===== config.mk =====
export PLATFORM = sky130hd
export DESIGN_NAME = lfme_match
export DESIGN_NICKNAME = d
export VERILOG_FILES = /design/src/sv/lfme_pkg.sv /design/src/sv/lfme_match.sv
export SDC_FILE = /design/constraint.sdc
export NUM_CORES = 1
export LEC_CHECK = 0
export BUFFER_PORTS_ARGS = -buffer_cell sky130_fd_sc_hd__buf_2
export CORE_MARGIN = 3
export CORE_UTILIZATION = 51
export CTS_BUF_LIST = sky130_fd_sc_hd__clkbuf_4 sky130_fd_sc_hd__clkbuf_8
export CTS_CLUSTER_DIAMETER = 150
export DETAILED_ROUTE_END_ITERATION = 16
export PLACE_DENSITY = 0.9
export SLEW_MARGIN = 20
export SYNTH_ARGS = -nofsm -noshare
export SYNTH_HDL_FRONTEND = slang
export SYNTH_SLANG_ARGS = --single-unit

===== constraint.sdc =====
create_clock -name clk -period 3.9 [get_ports clk]
set_input_delay 0.78 -clock clk [delete_from_list [all_inputs] [get_ports clk]]
set_output_delay 0.78 -clock clk [all_outputs]
set_load 0.005 [all_outputs]

===== src/sv/lfme_pkg.sv =====
// ----------------------------------------------------------------------------
// lfme_pkg
// Shared types and constants of the label filter match engine: command codes,
// register indexes, sequencer states and the match unit control bundle.
// ----------------------------------------------------------------------------
`default_nettype none

package lfme_pkg;

    // label and query geometry
    localparam int LABEL_W      = 32;
    localparam int QUERY_FIELDS = 4;
    localparam int QUERY_LABELS = 4;
    localparam int QC_LIMIT     = (QUERY_LABELS < QUERY_FIELDS) ? QUERY_LABELS : QUERY_FIELDS;

    // command codes
    typedef enum logic [1:0] {
        CMD_CLEAR  = 2'd0,
        CMD_APPEND = 2'd1,
        CMD_SWAP   = 2'd2,
        CMD_QUERY  = 2'd3
    } cmd_t;

    // configuration register indexes
    typedef enum logic {
        REG_UNIVERSAL_ENABLE = 1'b0,
        REG_UNIVERSAL_VALUE  = 1'b1
    } reg_idx_t;

    // sequencer states
    typedef enum logic [2:0] {
        ST_INIT,
        ST_IDLE,
        ST_GOT_A,
        ST_GOT_B,
        ST_SWAP_W,
        ST_SCAN,
        ST_EVAL,
        ST_DONE
    } state_t;

    // match unit control
    typedef struct packed {
        logic clear;
        logic step;
    } match_ctl_t;

endpackage

`default_nettype wire


===== src/sv/lfme_match.sv =====
// ----------------------------------------------------------------------------
// lfme_match
// Shared compare unit: each step compares one stored label against the query
// labels enabled by qmask and the universal label and accumulates the hits.
// ----------------------------------------------------------------------------
`default_nettype none

module lfme_match
    import lfme_pkg::*;
(
    input  wire logic                                  clk,
    input  wire logic                                  rst_n,
    input  wire match_ctl_t                            ctl,
    input  wire logic [LABEL_W-1:0]                    label,
    input  wire logic [QUERY_FIELDS-1:0][LABEL_W-1:0]  qlabels,
    input  wire logic [QUERY_FIELDS-1:0]               qmask,
    input  wire logic                                  search,
    input  wire logic                                  uni_en,
    input  wire logic [LABEL_W-1:0]                    uni_val,
    output logic                                       matched
);

    logic                    hit_q_reg, hit_q_next;
    logic                    hit_u_reg, hit_u_next;
    logic [QUERY_FIELDS-1:0] eq_q;
    logic [QUERY_FIELDS-1:0] q_is_uni;

    // per-lane compares
    always_comb
    begin
        for (int i = 0; i < QUERY_FIELDS; i++)
        begin
            eq_q[i]     = qmask[i] && (label == qlabels[i]);
            q_is_uni[i] = qmask[i] && (qlabels[i] == uni_val);
        end
    end

    // hit accumulation
    always_comb
    begin
        hit_q_next = hit_q_reg;
        hit_u_next = hit_u_reg;
        if (ctl.clear)
        begin
            hit_q_next = 1'b0;
            hit_u_next = 1'b0;
        end
        else if (ctl.step)
        begin
            hit_q_next = hit_q_reg | (|eq_q);
            hit_u_next = hit_u_reg | (label == uni_val);
        end
    end

    always_ff @(posedge clk or negedge rst_n)
    begin
        if (!rst_n)
        begin
            hit_q_reg <= 1'b0;
            hit_u_reg <= 1'b0;
        end
        else
        begin
            hit_q_reg <= hit_q_next;
            hit_u_reg <= hit_u_next;
        end
    end

    // common label first, universal rule as fallback
    assign matched = hit_q_reg | (uni_en & (hit_u_reg | (~search & (|q_is_uni))));

endmodule

`default_nettype wire


==> key figures <==
Status
  – Status: finished, final reports clean

Synth
  – Syn_nets: 672
  – Mean area per synthesized cell: 7.77 µm²
  – Post-Syn Instances: 470
  – Syn Std Cell Area: 0.00365 mm²
  – Multiplexer area fraction after synthesis: 0
  – Post-synthesis xor/xnor area fraction: 0.691
  – Largest family of logic cells by synthesized area: XOR/XNOR gates
  – Simple-Gate Fraction of Synth Area: 0.178
  – Synthesized flop and latch total: 2
  – Largest cells by area after synthesis: xor2_1 (67%), nor4_1 (11%), buf_2 (4.8%), buf_6 (4.0%), nor3_1 (2.3%)
  – Synth area leader: xor2_1
  – Cell variety after synth: 18
  – Adder-Cell Fraction of Synth Area: 0
  – Synth Area in Compound Gates: 0.00960
  – Synth top area share: 0.670
  – Register area share after synthesis: 0.0137
  – Yosys warning count: 0

Layout
  – Layout Utilization: 0.645
  – Layout Cell Area excl Fill: around 0.0044 mm²
  – Commonest cells after routing, fill and taps aside: xor2_1 (279), buf_2 (202), nor4_1 (63)
  – Layout cells sized above 1: 0.337
  – Ant diodes: 0
  – Fill count: 643
  – Nets: ~820
  – Finished Layout Cells: about 700
  – Most common cell after layout, fill and taps aside: xor2_1
  – Area delta synth->final: 21.4%

Detailed routing
  – Wire length per cell: 24.1 µm
  – Drt initial violations: 306
  – Routed WL: 17.1 mm
  – Post-route ant nets: 0
  – Detailed-route via count: 4,127
  – DRC: 0
  – Drt pass-1 iters: 7
  – Via/cell ratio: 5.84

Place
  – Post-DP HPWL: roughly 15 mm
  – Number of I/O port buffers: 202
  – Placer Congestion: 1.00
  – Cell Area, Placed: 0.00439 mm²
  – Inst Count DP: about 700

Floorplan
  – Chip Height: 90.6 µm
  – IO Pins: 203
  – Initial core utilization: 0.531
  – Core area: 0.00687 mm²
  – Die width: approximately 90 µm
  – Floorplan row count: 30
  – Die ar.: 0.00821 mm²

CTS
  – Skew-Pair Late Insertion Delay: 0.22 ns
  – CTS tree: done
  – Postcts setup bufs: 0
  – Clk root buf: clkbuf_8
  – Clk buf depth: 2
  – H-tree depth: 1
  – Clock sinks: 2
  – Post_cts resized: 0
  – Clock-pin slew on the worst setup and hold paths: approximately 0.03 ns
  – Post-CTS Hold Fix Bufs: 0
  – Clock buffer count from CTS: 3

Timing
  – Least-Margin Pin Slew: 0.731 ns
  – RSZ-0062 raised after global routing: false
  – Fin Hold WS: 0.347 ns
  – Min Tclk post-route: approximately 3.4 ns
  – Max Freq: 0.291 GHz
  – Hold Fails Final Rpt: 0
  – Skew final: 0 ns
  – Final Max Slew Viols: 0
  – Final setup TNS: 0 ns
  – Max-slew headroom: 0.508
  – Final setup viols: 0
  – Final period util: 0.881

Power and ir drop
  – Flop pwr share: 0.032
  – Switching power: 0.000347 W
  – Leak pwr: 2.12 nW
  – Internal power: 0.000298 W
  – Comb pwr share: 0.835
  – Maximum vdd drop: 0.0915 mV
  – P per Cell Area: 146 mW/mm²
  – Sw frac: 0.538
  – Clk pwr share: 0.132

Setup path
  – Setup crit start: uni_val[6]
  – Critical R2R Capture: hit_q_reg
  – Setup slack, reg-to-reg: approximately 3 ns
  – Setup CP Type: in2out
  – Max FO, Critical Path: 5
  – R2R Path Start: hit_q_reg
  – Register-to-Register Path Depth: 2
  – Req. time, crit path: 3.12 ns
  – Crit. End Element: primary output
  – Worst EP arrival: ~2.7 ns
  – Crit path to: matched
  – Startpoint Class: input port

Global route
  – First-pass GRT wire length: 24.2 mm
  – Gr ovfl total: 0
  – Initial antenna violation count: 0
  – Vias in the first global route: 4,106
  – Total global-route track usage: 0.394
  – Largest net degree at the start of global routing: 6

Hold path
  – Worst Hold Class: in2async

Job
  – Max_cap viols: 0
-- power groups by stage --
stage          Sequential, W  Combinational, W  Clock (W)
5_1_grt            0.0000209          0.000560  0.0000877
2_1_floorplan      0.0000211          0.000301          0
6_report           0.0000209          0.000538  0.0000853
3_3_place_gp       0.0000211          0.000516          0
3_5_place_dp       0.0000211          0.000518          0
4_1_cts            0.0000209          0.000522  0.0000842
-- cells by family (layout without fill, tap and decap cells) --
| kind of cell | Yosys count | after routing |
|---|---|---|
| compound gates | 5 | 5 |
| xor+xnor | 288 | 288 |
| buf+inv | 64 | 205 |
| flops | 2 | 2 |
| simple gates | 111 | 111 |
-- layout make-up --
type	count	area, µm²	area share
repair buffers	202	1010	0.228
multi-input cells	404	3210	0.724
clock buffers	3	41.3	0.00932
well taps	96	120	0.0271
flip-flops and latches	2	50.0	0.0113
-- Yosys cell counts --
library cell	number
xor2_1	279
nor4_1	63
buf_2	35
nor3_1	17
nand3_1	16
buf_6	13
clkbuf_1	13
nand4_1	9
xnor2_1	9
nor2_1	4
buf_4	3
a41oi_1	2
dfrtp_1	2
a211oi_1	1
a21oi_1	1
nand2b_1	1
nor4_2	1
o21ai_0	1
-- per-layer routing --
| metal | global-route usage | share of wire | vias to the layer above | routed length [µm] |
|---|---|---|---|---|
| li1 | - | - | 1823 | - |
| met3 | 0.0592 | 0.10 | 48 | 1750 |
| met4 | 0.158 | 0.044 | 0 | 756 |
| met5 | 0 | 0 | - | 0 |
| met2 | 0.645 | 0.45 | 338 | 7680 |
| met1 | 0.515 | 0.40 | 1918 | 6890 |
-- worst max-delay path, stage by stage --
cell and delay, ns:
buf_2 0.17, xor2_1 0.17, nor4_1 0.66, nand4_1 0.16, nor3_1 0.30, nor4_1 0.13
o21ai_0 0.15, buf_2 0.13
-- through the flow --
step           worst slack (ns)  total power [W]
2_1_floorplan              1.22         0.000322
3_3_place_gp              0.508         0.000537
3_5_place_dp              0.560         0.000539
4_1_cts                   0.541         0.000627
5_1_grt                   0.463         0.000669
6_report                  0.464         0.000645
-- how the worst min path moves through the flow --
stage	start	to
6_report	rst_n	hit_u_reg
3_5_place_dp	rst_n	hit_q_reg
5_1_grt	rst_n	hit_u_reg
4_1_cts	rst_n	hit_u_reg
3_3_place_gp	hit_u_reg	hit_u_reg
2_1_floorplan	hit_u_reg	hit_u_reg
(Power assumes the default switching activity.)
